<file path="config.mk">
export PLATFORM = sky130hd
export DESIGN_NAME = byte_stack_with_rotate
export DESIGN_NICKNAME = d
export VERILOG_FILES = /design/src/bsr_pkg.sv /design/src/bsr_ctrl.sv /design/src/bsr_dpath.sv /design/src/byte_stack_with_rotate.sv
export VERILOG_INCLUDE_DIRS = /design/src /design/src/src
export SDC_FILE = /design/constraint.sdc
export NUM_CORES = 1
export LEC_CHECK = 0
export BUFFER_PORTS_ARGS = -buffer_cell sky130_fd_sc_hd__clkbuf_2
export CORE_MARGIN = 2
export CORE_UTILIZATION = 58
export DETAILED_ROUTE_END_ITERATION = 16
export GPL_TIMING_DRIVEN = 0
export HOLD_SLACK_MARGIN = 0.02
export PLACE_DENSITY = 0.8
export REMOVE_ABC_BUFFERS = 1
export SLEW_MARGIN = 20
export SYNTH_ARGS = -nofsm -noshare
export SYNTH_HDL_FRONTEND = slang
export SYNTH_SLANG_ARGS = --single-unit
</file>
<file path="constraint.sdc">
create_clock -name clk -period 4.64 [get_ports clk]
set_input_delay 0.232 -clock clk [delete_from_list [all_inputs] [get_ports clk]]
set_output_delay 0.232 -clock clk [all_outputs]
set_load 0.01 [all_outputs]
</file>
<file path="src/byte_stack_with_rotate_macros.svh">
// assertion helpers used by the stack datapath
`ifndef BYTE_STACK_WITH_ROTATE_MACROS_SVH
`define BYTE_STACK_WITH_ROTATE_MACROS_SVH

// condition must hold at every clock edge outside reset
`define BSR_ASSERT_ALWAYS(lbl, clk_i, rstn_i, cond, msg) \
	lbl: assert property (@(posedge clk_i) disable iff (!rstn_i) (cond)) \
		else $error(msg);

// consequent must hold in the cycle of the antecedent
`define BSR_ASSERT_IMPLY(lbl, clk_i, rstn_i, ante, cons, msg) \
	lbl: assert property (@(posedge clk_i) disable iff (!rstn_i) (ante) |-> (cons)) \
		else $error(msg);

`endif

</file>
<file path="src/bsr_pkg.sv">
package bsr_pkg;

	// field widths
	localparam int CMD_W  = 3;
	localparam int VAL_W  = 8;
	localparam int CNT_W  = 8;
	localparam int CAP_W  = 5;
	localparam int FILL_W = 5;
	localparam int DATA_W = 32;

	// command codes
	localparam logic [CMD_W-1:0] CMD_PUSH     = 3'd0;
	localparam logic [CMD_W-1:0] CMD_POP      = 3'd1;
	localparam logic [CMD_W-1:0] CMD_PEEK     = 3'd2;
	localparam logic [CMD_W-1:0] CMD_DUP      = 3'd3;
	localparam logic [CMD_W-1:0] CMD_ROT_UP   = 3'd4;
	localparam logic [CMD_W-1:0] CMD_ROT_DOWN = 3'd5;

	// register map
	localparam int         PADDR_W   = 3;
	localparam logic [0:0] CAP_IDX   = 1'b0;
	localparam logic [CAP_W-1:0] CAP_RESET = 5'd16;

	typedef enum logic [1:0] {
		ST_OK       = 2'd0,
		ST_FULL     = 2'd1,
		ST_EMPTY    = 2'd2,
		ST_BADCOUNT = 2'd3
	} status_t;

	typedef enum logic [2:0] {
		S_IDLE,
		S_POP_WAIT,
		S_PEEK_WAIT,
		S_DUP_WAIT,
		S_ROT_HOLD,
		S_ROT_RD,
		S_ROT_WR
	} state_t;

	// read address source
	typedef enum logic [1:0] {
		RD_TOP,
		RD_BASE,
		RD_STEP
	} rd_sel_t;

	// write address and data source
	typedef enum logic [2:0] {
		WR_NONE,
		WR_PUSH,
		WR_DUP,
		WR_SHIFT,
		WR_HOLD
	} wr_sel_t;

	typedef enum logic [1:0] {
		OCC_KEEP,
		OCC_INC,
		OCC_DEC
	} occ_op_t;

	// commands from controller to datapath
	typedef struct packed {
		logic    mem_re;
		rd_sel_t rd_sel;
		wr_sel_t wr_sel;
		occ_op_t occ_op;
		logic    load_rot;
		logic    step_ptr;
		logic    hold;
		logic    finish;
		status_t st;
		logic    show_data;
	} ctl_t;

	// status from datapath to controller
	typedef struct packed {
		logic empty;
		logic full;
		logic bad_count;
		logic at_end;
		logic out_busy;
	} sts_t;

endpackage

</file>
<file path="src/bsr_ctrl.sv">
module bsr_ctrl import bsr_pkg::*; (
	input  logic             clk,
	input  logic             arst_n,
	input  logic             in_valid,
	input  logic [CMD_W-1:0] cmd,
	input  sts_t             sts,
	output logic             in_stall,
	output ctl_t             ctl
);

	state_t state_q;
	state_t state_next;
	logic   accept;

	// one item in flight, and the result register must be free
	assign in_stall = (state_q != S_IDLE) || sts.out_busy;
	assign accept   = in_valid && !in_stall;

	// state register
	always_ff @(posedge clk or negedge arst_n) begin
		if (!arst_n) begin
			state_q <= S_IDLE;
		end else begin
			state_q <= state_next;
		end
	end

	// next state and datapath commands
	always_comb begin
		state_next    = state_q;
		ctl           = '0;
		ctl.rd_sel    = RD_TOP;
		ctl.wr_sel    = WR_NONE;
		ctl.occ_op    = OCC_KEEP;
		ctl.st        = ST_OK;
		case (state_q)
			S_IDLE: begin
				if (accept) begin
					case (cmd)
						CMD_PUSH: begin
							ctl.finish = 1'b1;
							if (sts.full) begin
								ctl.st = ST_FULL;
							end else begin
								ctl.wr_sel = WR_PUSH;
								ctl.occ_op = OCC_INC;
							end
						end
						CMD_POP, CMD_PEEK: begin
							if (sts.empty) begin
								ctl.finish = 1'b1;
								ctl.st     = ST_EMPTY;
							end else begin
								ctl.mem_re = 1'b1;
								state_next = (cmd == CMD_POP) ? S_POP_WAIT : S_PEEK_WAIT;
							end
						end
						CMD_DUP: begin
							if (sts.empty) begin
								ctl.finish = 1'b1;
								ctl.st     = ST_EMPTY;
							end else if (sts.full) begin
								ctl.finish = 1'b1;
								ctl.st     = ST_FULL;
							end else begin
								ctl.mem_re = 1'b1;
								state_next = S_DUP_WAIT;
							end
						end
						CMD_ROT_UP, CMD_ROT_DOWN: begin
							if (sts.bad_count) begin
								ctl.finish = 1'b1;
								ctl.st     = ST_BADCOUNT;
							end else begin
								// fetch the entry that travels to the far end
								ctl.mem_re   = 1'b1;
								ctl.rd_sel   = (cmd == CMD_ROT_UP) ? RD_TOP : RD_BASE;
								ctl.load_rot = 1'b1;
								state_next   = S_ROT_HOLD;
							end
						end
						default: begin
							ctl.finish = 1'b1;
						end
					endcase
				end
			end
			S_POP_WAIT: begin
				ctl.finish    = 1'b1;
				ctl.show_data = 1'b1;
				ctl.occ_op    = OCC_DEC;
				state_next    = S_IDLE;
			end
			S_PEEK_WAIT: begin
				ctl.finish    = 1'b1;
				ctl.show_data = 1'b1;
				state_next    = S_IDLE;
			end
			S_DUP_WAIT: begin
				ctl.wr_sel = WR_DUP;
				ctl.occ_op = OCC_INC;
				ctl.finish = 1'b1;
				state_next = S_IDLE;
			end
			S_ROT_HOLD: begin
				ctl.hold   = 1'b1;
				state_next = S_ROT_RD;
			end
			S_ROT_RD: begin
				if (sts.at_end) begin
					// travelling entry lands in the freed place
					ctl.wr_sel = WR_HOLD;
					ctl.finish = 1'b1;
					state_next = S_IDLE;
				end else begin
					ctl.mem_re = 1'b1;
					ctl.rd_sel = RD_STEP;
					state_next = S_ROT_WR;
				end
			end
			S_ROT_WR: begin
				ctl.wr_sel   = WR_SHIFT;
				ctl.step_ptr = 1'b1;
				state_next   = S_ROT_RD;
			end
			default: begin
				state_next = S_IDLE;
			end
		endcase
	end

endmodule

</file>
<file path="src/bsr_dpath.sv">
`include "byte_stack_with_rotate_macros.svh"

module bsr_dpath import bsr_pkg::*; #(
	parameter int DEPTH = 16
) (
	input  logic              clk,
	input  logic              arst_n,
	input  logic [CMD_W-1:0]  cmd,
	input  logic [VAL_W-1:0]  push_value,
	input  logic [CNT_W-1:0]  rotate_count,
	input  logic [CAP_W-1:0]  cap,
	input  ctl_t              ctl,
	input  logic              out_stall,
	output sts_t              sts,
	output logic              out_valid,
	output logic [1:0]        status,
	output logic              has_data,
	output logic [VAL_W-1:0]  read_value,
	output logic [FILL_W-1:0] fill
);

	localparam int IDX_W = $clog2(DEPTH);
	localparam int OCC_W = $clog2(DEPTH + 1);
	localparam int CW    = OCC_W + CNT_W;

	// stack storage
	logic [VAL_W-1:0] mem [DEPTH];
	logic [VAL_W-1:0] rdata_q;

	logic [OCC_W-1:0] occ_q;
	logic [OCC_W-1:0] occ_next;
	logic [IDX_W-1:0] ptr_q;
	logic [IDX_W-1:0] end_q;
	logic             dir_up_q;
	logic [VAL_W-1:0] hold_q;

	logic             out_valid_q;
	status_t          status_q;
	logic             has_data_q;
	logic [VAL_W-1:0] read_value_q;
	logic [FILL_W-1:0] fill_q;

	logic [CW-1:0]    occ_x;
	logic [CW-1:0]    cap_x;
	logic [CW-1:0]    n_x;
	logic [CW-1:0]    eff_x;
	logic [CW-1:0]    base_x;
	logic [IDX_W-1:0] top_idx;
	logic [IDX_W-1:0] base_idx;
	logic [IDX_W-1:0] occ_idx;
	logic [IDX_W-1:0] raddr;
	logic [IDX_W-1:0] waddr;
	logic [VAL_W-1:0] wdata;
	logic             wen;
	logic [OCC_W+FILL_W-1:0] occ_ext;

	// capacity clamped to 1..DEPTH
	assign occ_x = CW'(occ_q);
	assign cap_x = CW'(cap);
	assign n_x   = CW'(rotate_count);
	assign eff_x = (cap_x == '0) ? CW'(1) :
		((cap_x > CW'(DEPTH)) ? CW'(DEPTH) : cap_x);

	// stack positions
	assign top_idx  = IDX_W'(occ_q - OCC_W'(1));
	assign base_x   = occ_x - n_x;
	assign base_idx = base_x[IDX_W-1:0];
	assign occ_idx  = occ_q[IDX_W-1:0];

	// status to the controller
	assign sts.empty     = (occ_q == '0);
	assign sts.full      = (occ_x >= eff_x);
	assign sts.bad_count = (n_x == '0) || (n_x > occ_x);
	assign sts.at_end    = (ptr_q == end_q);
	assign sts.out_busy  = out_valid_q && out_stall;

	// read address select
	always_comb begin
		case (ctl.rd_sel)
			RD_TOP:  raddr = top_idx;
			RD_BASE: raddr = base_idx;
			RD_STEP: raddr = dir_up_q ? (ptr_q - IDX_W'(1)) : (ptr_q + IDX_W'(1));
			default: raddr = top_idx;
		endcase
	end

	// write port select
	always_comb begin
		wen   = 1'b1;
		waddr = occ_idx;
		wdata = rdata_q;
		case (ctl.wr_sel)
			WR_NONE: wen = 1'b0;
			WR_PUSH: wdata = push_value;
			WR_DUP: begin
				waddr = occ_idx;
			end
			WR_SHIFT: waddr = ptr_q;
			WR_HOLD: begin
				waddr = ptr_q;
				wdata = hold_q;
			end
			default: wen = 1'b0;
		endcase
	end

	// occupancy update
	always_comb begin
		case (ctl.occ_op)
			OCC_INC: occ_next = occ_q + OCC_W'(1);
			OCC_DEC: occ_next = occ_q - OCC_W'(1);
			default: occ_next = occ_q;
		endcase
	end

	assign occ_ext = {{FILL_W{1'b0}}, occ_next};

	// memory write
	always_ff @(posedge clk) begin
		if (wen) begin
			mem[waddr] <= wdata;
		end
	end

	// memory read, registered
	always_ff @(posedge clk) begin
		if (ctl.mem_re) begin
			rdata_q <= mem[raddr];
		end
	end

	// occupancy
	always_ff @(posedge clk or negedge arst_n) begin
		if (!arst_n) begin
			occ_q <= '0;
		end else begin
			occ_q <= occ_next;
		end
	end

	// rotate pointer and travelling entry
	always_ff @(posedge clk) begin
		if (ctl.load_rot) begin
			dir_up_q <= (cmd == CMD_ROT_UP);
			ptr_q    <= (cmd == CMD_ROT_UP) ? top_idx : base_idx;
			end_q    <= (cmd == CMD_ROT_UP) ? base_idx : top_idx;
		end else if (ctl.step_ptr) begin
			ptr_q <= dir_up_q ? (ptr_q - IDX_W'(1)) : (ptr_q + IDX_W'(1));
		end
		if (ctl.hold) begin
			hold_q <= rdata_q;
		end
	end

	// result register valid
	always_ff @(posedge clk or negedge arst_n) begin
		if (!arst_n) begin
			out_valid_q <= 1'b0;
		end else if (ctl.finish) begin
			out_valid_q <= 1'b1;
		end else if (!out_stall) begin
			out_valid_q <= 1'b0;
		end
	end

	// result register payload
	always_ff @(posedge clk) begin
		if (ctl.finish) begin
			status_q     <= ctl.st;
			has_data_q   <= ctl.show_data;
			read_value_q <= ctl.show_data ? rdata_q : '0;
			fill_q       <= occ_ext[FILL_W-1:0];
		end
	end

	assign out_valid  = out_valid_q;
	assign status     = status_q;
	assign has_data   = has_data_q;
	assign read_value = read_value_q;
	assign fill       = fill_q;

	// checks
	`BSR_ASSERT_ALWAYS(a_occ_bound, clk, arst_n, occ_q <= OCC_W'(DEPTH), "occupancy above depth")
	`BSR_ASSERT_IMPLY(a_grow_room, clk, arst_n, ctl.wr_sel == WR_PUSH || ctl.wr_sel == WR_DUP, occ_x < eff_x, "stack grown past capacity")
	`BSR_ASSERT_IMPLY(a_out_hold, clk, arst_n, out_valid_q && out_stall, !ctl.finish, "result overwritten while stalled")
	`BSR_ASSERT_IMPLY(a_ptr_in_fill, clk, arst_n, ctl.step_ptr, CW'(ptr_q) < occ_x, "rotate pointer outside the fill")

endmodule

</file>
<file path="src/byte_stack_with_rotate.sv">
// Byte-wide LIFO stack with push, pop, peek, duplicate and rotate of the top n entries,
// held in a single-port-write, registered-read memory of DEPTH bytes driven by a small
// sequencer. One item is worked at a time and gives one result: push, every rejected
// command and unused codes finish when taken, pop, peek and duplicate wait on the read,
// and an accepted rotate of n entries holds the travelling entry, moves each other by a
// read and a write, then writes the held one to the freed place. The result sits in
// an output register; the next item is taken once the current one is done and its result
// is taken or being taken. Capacity (register 0, byte address 0) is clamped to 1..DEPTH;
// lowering it below the fill drops nothing. Entries need no clearing after reset.
module byte_stack_with_rotate import bsr_pkg::*; #(
	parameter int DEPTH = 16
) (
	input  logic               clk,
	input  logic               arst_n,
	// command channel
	input  logic               in_valid,
	output logic               in_stall,
	input  logic [CMD_W-1:0]   cmd,
	input  logic [VAL_W-1:0]   push_value,
	input  logic [CNT_W-1:0]   rotate_count,
	// result channel
	output logic               out_valid,
	input  logic               out_stall,
	output logic [1:0]         status,
	output logic               has_data,
	output logic [VAL_W-1:0]   read_value,
	output logic [FILL_W-1:0]  fill,
	// configuration port
	input  logic               psel,
	input  logic               penable,
	input  logic               pwrite,
	input  logic [PADDR_W-1:0] paddr,
	input  logic [DATA_W-1:0]  pwdata,
	output logic [DATA_W-1:0]  prdata,
	output logic               pready
);

	logic [CAP_W-1:0] cap_q;
	logic [0:0]       reg_idx;
	logic             cfg_wr;
	ctl_t             ctl;
	sts_t             sts;

	// register decode
	assign reg_idx = paddr[PADDR_W-1:2];
	assign cfg_wr  = psel && penable && pwrite && (reg_idx == CAP_IDX);
	assign pready  = 1'b1;
	assign prdata  = (reg_idx == CAP_IDX) ? DATA_W'(cap_q) : '0;

	// capacity register
	always_ff @(posedge clk or negedge arst_n) begin
		if (!arst_n) begin
			cap_q <= CAP_RESET;
		end else if (cfg_wr) begin
			cap_q <= pwdata[CAP_W-1:0];
		end
	end

	bsr_ctrl u_ctrl (
		.clk      (clk),
		.arst_n   (arst_n),
		.in_valid (in_valid),
		.cmd      (cmd),
		.sts      (sts),
		.in_stall (in_stall),
		.ctl      (ctl)
	);

	bsr_dpath #(
		.DEPTH (DEPTH)
	) u_dpath (
		.clk          (clk),
		.arst_n       (arst_n),
		.cmd          (cmd),
		.push_value   (push_value),
		.rotate_count (rotate_count),
		.cap          (cap_q),
		.ctl          (ctl),
		.out_stall    (out_stall),
		.sts          (sts),
		.out_valid    (out_valid),
		.status       (status),
		.has_data     (has_data),
		.read_value   (read_value),
		.fill         (fill)
	);

endmodule

</file>
==> results of run 1 <==
## routing by layer
| metal | vias to the layer above | global-route usage | part of all wire |
|---|---|---|---|
| met5 | - | 0 | 0 |
| met4 | 0 | 0.0685 | 0.015 |
| met3 | 26 | 0.0518 | 0.062 |
| met2 | 241 | 0.384 | 0.49 |
| met1 | 2678 | 0.321 | 0.43 |
| li1 | 2445 | - | - |
## sequential cells by signal (all words and copies together) (netlist names)
name                count
u_dpath.mem           128
u_dpath.hold_q          8
u_dpath.rdata_q         8
u_dpath.read_value      8
cap_q                   5
u_dpath.fill            5
u_dpath.occ_q           5
u_dpath.end_q           4
u_dpath.ptr_q           4
u_ctrl.state_q          3
u_dpath.status          2
u_dpath.dir_up_q        1
u_dpath.has_data        1
u_dpath.out_valid       1
## report_power, final
group	total [W]	internal, W	switching [W]
Sequential	0.00221	0.00210	0.000115
Clock	0.00139	0.000753	0.000635
Combinational	0.00250	0.00107	0.00143
Total	0.00610	0.00392	0.00218
## how the worst min path moves through the flow
stage                    from                    endpoint  slack, ns  cells past startpoint
global route        pwdata[4]        cap_q[4]$_DFFE_PN1P_       0.03                      2
floorplan              arst_n        cap_q[0]$_DFFE_PN0P_      -0.06                      0
CTS                 pwdata[3]        cap_q[3]$_DFFE_PN0P_       0.02                      2
global placement       arst_n  u_dpath.occ_q[0]$_DFF_PN0_       0.15                      1
detailed placement     arst_n  u_dpath.occ_q[1]$_DFF_PN0_       0.16                      1
finish              pwdata[4]        cap_q[4]$_DFFE_PN1P_       0.03                      2
## stage by stage
| stage | std cells | hold slack, ns | cell area (sq um) |
|---|---|---|---|
| 2_1_floorplan | 609 | -0.0636 | 8660 |
| 3_3_place_gp | 851 | 0.153 | 9160 |
| 3_5_place_dp | 859 | 0.165 | 9430 |
| 4_1_cts | 896 | 0.0233 | 10000 |
| 5_1_grt | 896 | 0.0273 | 10100 |
| 6_report | 896 | 0.0299 | 10100 |
## synth_stat cells, types with 5 or more instances
| cell | n | area (sq um) |
|---|---|---|
| and2_1 | 11 | 68.8 |
| mux2_2 | 9 | 101 |
| ha_1 | 21 | 263 |
| nor2_1 | 18 | 67.6 |
| a22oi_1 | 10 | 75.1 |
| mux2i_1 | 125 | 1250 |
| dfrtp_1 | 13 | 325 |
| xnor2_1 | 7 | 61.3 |
| nor2b_1 | 6 | 37.5 |
| nand3_1 | 6 | 30.0 |
| nand2_1 | 41 | 154 |
| edfxtp_1 | 169 | 5070 |
| buf_2 | 15 | 75.1 |
| a21o_1 | 6 | 45.0 |
| a21oi_1 | 14 | 70.1 |
| o21ai_0 | 13 | 65.1 |
| inv_1 | 24 | 90.1 |
| buf_4 | 31 | 233 |
| nor3_1 | 21 | 105 |
| o21ai_1 | 5 | 25.0 |
## area by class of cell
type,count,area (sq um),share of cell area
sequential,183,5430,0.539
multi-input combinational,402,3250,0.323
timing repair buffer,67,495,0.0492
clock buffer,18,429,0.0426
tap,188,235,0.0234
clock inverter,14,143,0.0142
inverter,24,90.1,0.00895
## cells by family after synthesis
group                      Yosys count  share of synthesized area
and+or+nand+nor                    130                     0.0801
other                                2                   0.000840
AOI/OAI and AO/OA                   74                     0.0598
xor gates and xnor gates            11                     0.0108
adders and majority gates           24                     0.0361
DFF                                183                      0.607
muxes                              135                      0.153
buffers and inverters               77                     0.0524
## critical path: stages (launching register included)
cell and delay [ns]:
dfrtp_1 0.58, inv_1 0.22, ha_1 0.25, o21ai_1 0.14
nand2b_1 0.06, a211oi_1 0.22, o21ai_1 0.20, nor3_4 0.29
buf_4 0.16, nand2_1 0.05, ha_1 0.27, a221oi_2 0.39
a21oi_4 0.12, buf_16 0.20, buf_16 0.17, mux2i_1 0.25
mux2i_1 0.11, mux2i_1 0.23, mux2i_1 0.13
## repair_timing
| item | 4_1_cts | 5_1_grt |
|---|---|---|
| hold endpoints to repair | 16 | 0 |
| buffers inserted | 2 | 0 |
| pin swaps | 1 | 0 |
| hold buffers | 3 | 0 |
| resized for setup | 0 | 2 |
| setup endpoints to repair | 8 | 8 |
==> flow_summary.ini, run 1 <==
[drt]
drt-total-wl_microns = 18600
ant_nets = 0
vias = 5390
drc = 0
via_per_inst = 6.02
drt_iter0_drc = 519
wire_per_inst_microns = 20.8
dr.pass1.iters = 5

[worst_setup_path]
crit_arrival_ns = 4.49
rr_endpoint = u_dpath.rdata_q[5]$_DFFE_PP_
critPathKind = reg -> reg
critPathLaunch = u_dpath.occ_q[1]$_DFF_PN0_
endpoint = u_dpath.rdata_q[5]$_DFFE_PP_
required_ns = 4.81
r2r-start = u_dpath.occ_q[1]$_DFF_PN0_
worstSetupStartpointType = register
worstRegToRegCells = 18
path_max_fanout = 14
critPathCaptureType = register
r2r_setup_slack_ns = 0.32

[clock_tree]
tritoncts = yes
clkLatencyLatePin_ns = 0.44
cts_root_buf = clkbuf_16
numCtsBuffers = 17
cts.sinks = 183
cts.path.max_buffers = 2
h-tree-depth = 4
clk_pin_slew_worst_paths_ns = 0.07

[layout]
final_cell_mix = 169 x edfxtp_1, 125 x mux2i_1, 54 x clkbuf_2, 41 x nand2_1, 28 x conb_1
postLayoutCoreUtil = 0.665
num-nets-final = 780
fill_cells = 989
drive_gt1_frac = 0.206
antenna_cells = 0
final_common_cell = edfxtp_1
area_growth_pct = 12.7

[logic_synthesis]
yosysWarnings = 0
yosysUniqueCellTypes = 64
synthFlopType = edfxtp_1
synth-edff-count = 169
avgSynthCellArea_sq_um = 14.1
syn_inst = 636
asyncSetResetFlopFracSynth = 0.0765
synth.ff_latch_count = 183
ys_seq_area_frac = 0.607
syn_area_sq_mm = 0.00894

[global_route]
track_usage = 0.235
grt_max_degree = 20
grt_pass1_wl_microns = 28400
grt-ovfl-total = 0
antenna_found_initial = 0
grt_pass1_vias = 5189

[sta]
relSlewSlack = 0.438
period_share = 0.931
report.final.slew_viol_count = 0
max_freq_mhz = 231
period_needed_ns = 4.32
hold_viol_final = 0
setup_violations = 0
worst_slew_pin_slew_ns = 0.838
finalClockSkew_ns = 0.0111
layout_setup_ws_ns = 0.319
rsz0062_at_grt = false
fin_tns_setup_ns = 0

[die]
dieArea_sq_mm = 0.0164
io-pin-count = 112
placementRows = 45
coreArea_sq_mm = 0.0151
die_h_microns = 128
die_x_microns = 128
start_util = 0.590

[power]
leakage_nw = 4.04
power.density_mw_per_mm2 = 606
power_w = 0.00610
ir_worst_vdd_mv = 0.339

[hold_path]
hold_class = in -> reg

[place]
dp_hpwl_microns = 12500
port_buffers = 54
dp_slack_ns = -0.110
gp_congestion = 0.855

[run]
drv_cap = 0

[outcome]
outcome = finished, final reports clean
Note: power is estimated with default switching activity, not from simulation.
==> run 2: changes to the inputs <==
--- a/config.mk
+++ b/config.mk
@@ -12,7 +12,7 @@
 export DETAILED_ROUTE_END_ITERATION = 16
 export GPL_TIMING_DRIVEN = 0
 export HOLD_SLACK_MARGIN = 0.02
-export PLACE_DENSITY = 0.8
+export PLACE_DENSITY = 0.81
 export REMOVE_ABC_BUFFERS = 1
 export SLEW_MARGIN = 20
 export SYNTH_ARGS = -nofsm -noshare
==> flow_summary.ini, run 2 (synthesis results as in run 1) <==
[place]
gp_congestion = 0.882
dp_hpwl_microns = 12300
dp_slack_ns = -0.223
place_inst = 857
port_buffers = 54

[drt]
via_per_inst = 6.01
ant_nets = 0
drt-total-wl_microns = 18400
vias = 5365
drc = 0
wire_per_inst_microns = 20.6
dr.pass1.iters = 5
drt_iter0_drc = 580

[worst_setup_path]
cp_slowest_stage_delay_ns = 0.62
crit_path_top_delay_cell = dfrtp_1
path_max_fanout = 18
critPathCaptureType = register
crit_path_frequent_cell = mux2i_1
r2r_setup_slack_ns = 0.20
required_ns = 4.79
critPathKind = reg -> reg
worstSetupStartpointType = register
crit_path_cell_trace = inv_1 > ha_1 > nand2b_1 > a211oi_1 > o21ai_1 > nor3_4 > and2_1 > ha_1 > a221oi_2 > a21oi_4 > buf_16 > buf_16 > buf_16 > mux2i_1 > mux2i_1 > mux2i_1 > mux2i_1
crit_arrival_ns = 4.59

[run]
drv_cap = 0

[die]
die_h_microns = 128
start_util = 0.590
dieArea_sq_mm = 0.0164
io-pin-count = 112
coreArea_sq_mm = 0.0151
placementRows = 45
die_x_microns = 128

[sta]
period_share = 0.957
worst_slew_pin_slew_ns = 0.825
period_needed_ns = 4.44
report.final.slew_viol_count = 0
hold_viol_final = 0
rsz0062_at_grt = false
max_freq_mhz = 225
fin_tns_setup_ns = 0
setup_violations = 0
layout_setup_ws_ns = 0.198
finalClockSkew_ns = 0.00988
relSlewSlack = 0.439

[global_route]
grt_pass1_wl_microns = 28700
antenna_found_initial = 0
grt_pass1_vias = 5262
track_usage = 0.234
grt-ovfl-total = 0
grt_max_degree = 19

[power]
switching_share = 0.358
leakage_nw = 4.03
ir_worst_vdd_mv = 0.299
internal_power_w = 0.00392
p_clk_frac = 0.230
power.density_mw_per_mm2 = 609
pwr-share-seq = 0.361
comb_power_share = 0.408
p_sw_w = 0.00219

[layout]
regMostFlops = u_dpath.mem
drive_gt1_frac = 0.203
largest_reg_flops = 128
antenna_cells = 0
final_common_cell = edfxtp_1
final_cells = 892
num-nets-final = 776
final_cell_mix = 169 x edfxtp_1, 125 x mux2i_1, 54 x clkbuf_2, 41 x nand2_1, 28 x conb_1
area_growth_pct = 12.1

[clock_tree]
cts.path.max_buffers = 2
cts.sinks = 183
tritoncts = yes
clkLatencyLatePin_ns = 0.43
cts_root_buf = clkbuf_16
h-tree-depth = 4
numCtsBuffers = 17
clk_pin_slew_worst_paths_ns = 0.07

[hold_path]
hold_class = in -> reg

[outcome]
outcome = finished, final reports clean
## run 2: cell types whose count changed in the layout (fill, tap and decap cells not counted), sizes merged
cell,change
inv,+1
dlygate4sd3,-2
buf,-2
clkbuf,+1
clkinvlp,-2
## run 2: repair_timing
| action | 4_1_cts | 5_1_grt |
|---|---|---|
| pin swaps | 1 | 0 |
| setup endpoints to repair | 8 | 3 |
| buffers inserted | 2 | 0 |
| resized for setup | 1 | 1 |
| hold buffers | 1 | 0 |
| endpoints found under the hold margin | 14 | 0 |
## run 2: layout make-up
cell class	count	area (sq um)
flip-flops and latches	183	5430
repair buffers	63	448
clock buffers	19	433
inverters	24	90.1
clock inverters	13	139
well taps	188	235
multi-input cells	402	3250
fillers	1019	5120
## run 2: worst paths after layout
| check | to | cells past startpoint | start |
|---|---|---|---|
| max in group asynchronous | cap_q[4]$_DFFE_PN1P_ | 2 | arst_n |
| min in group asynchronous | u_dpath.occ_q[0]$_DFF_PN0_ | 2 | arst_n |
| worst max register to register | u_dpath.rdata_q[6]$_DFFE_PP_ | 17 | u_dpath.occ_q[2]$_DFF_PN0_ |
| worst min-delay path | cap_q[3]$_DFFE_PN0P_ | 2 | pwdata[3] |
| worst min register to register | u_dpath.hold_q[6]$_DFFE_PN_ | 0 | u_dpath.rdata_q[6]$_DFFE_PP_ |
| worst max-delay path | u_dpath.rdata_q[6]$_DFFE_PP_ | 17 | u_dpath.occ_q[2]$_DFF_PN0_ |
## run 2: layer usage
layer / vias to the layer above / GRT usage / wire length [microns]
met1: 2654 / 0.313 / 7800
met3: 35 / 0.0413 / 1080
met2: 241 / 0.390 / 9150
li1: 2435 / - / -
met4: 0 / 0.0840 / 325
met5: - / 0 / 0
## run 2: power groups by stage
stage | sequential, W | clock, W | combinational, W
after floorplan | 0.00225 | 0 | 0.00168
after global placement | 0.00223 | 0 | 0.00210
after detailed placement | 0.00224 | 0 | 0.00246
after CTS | 0.00220 | 0.00141 | 0.00249
after global routing | 0.00222 | 0.00148 | 0.00267
final | 0.00221 | 0.00140 | 0.00249
## run 2: stage by stage
stage | total power [W] | area, sq um | util | hold WS, ns
3_3_place_gp | 0.00432 | 9160 | 0.605 | 0.152
5_1_grt | 0.00637 | 10000 | 0.662 | 0.0378
6_report | 0.00610 | 10000 | 0.662 | 0.0428
4_1_cts | 0.00610 | 10000 | 0.661 | 0.0273
3_5_place_dp | 0.00470 | 9410 | 0.621 | 0.172
2_1_floorplan | 0.00393 | 8660 | - | -0.0636
## run 2: worst max-delay path, delay by kind of cell (launching register included)
kind / cells / cell delay (ns)
buffers and inverters: 4 / 0.74
and+or+nand+nor: 3 / 0.59
DFF: 1 / 0.62
adders and majority gates: 2 / 0.59
muxes: 4 / 0.72
AOI/OAI and AO/OA: 4 / 0.86
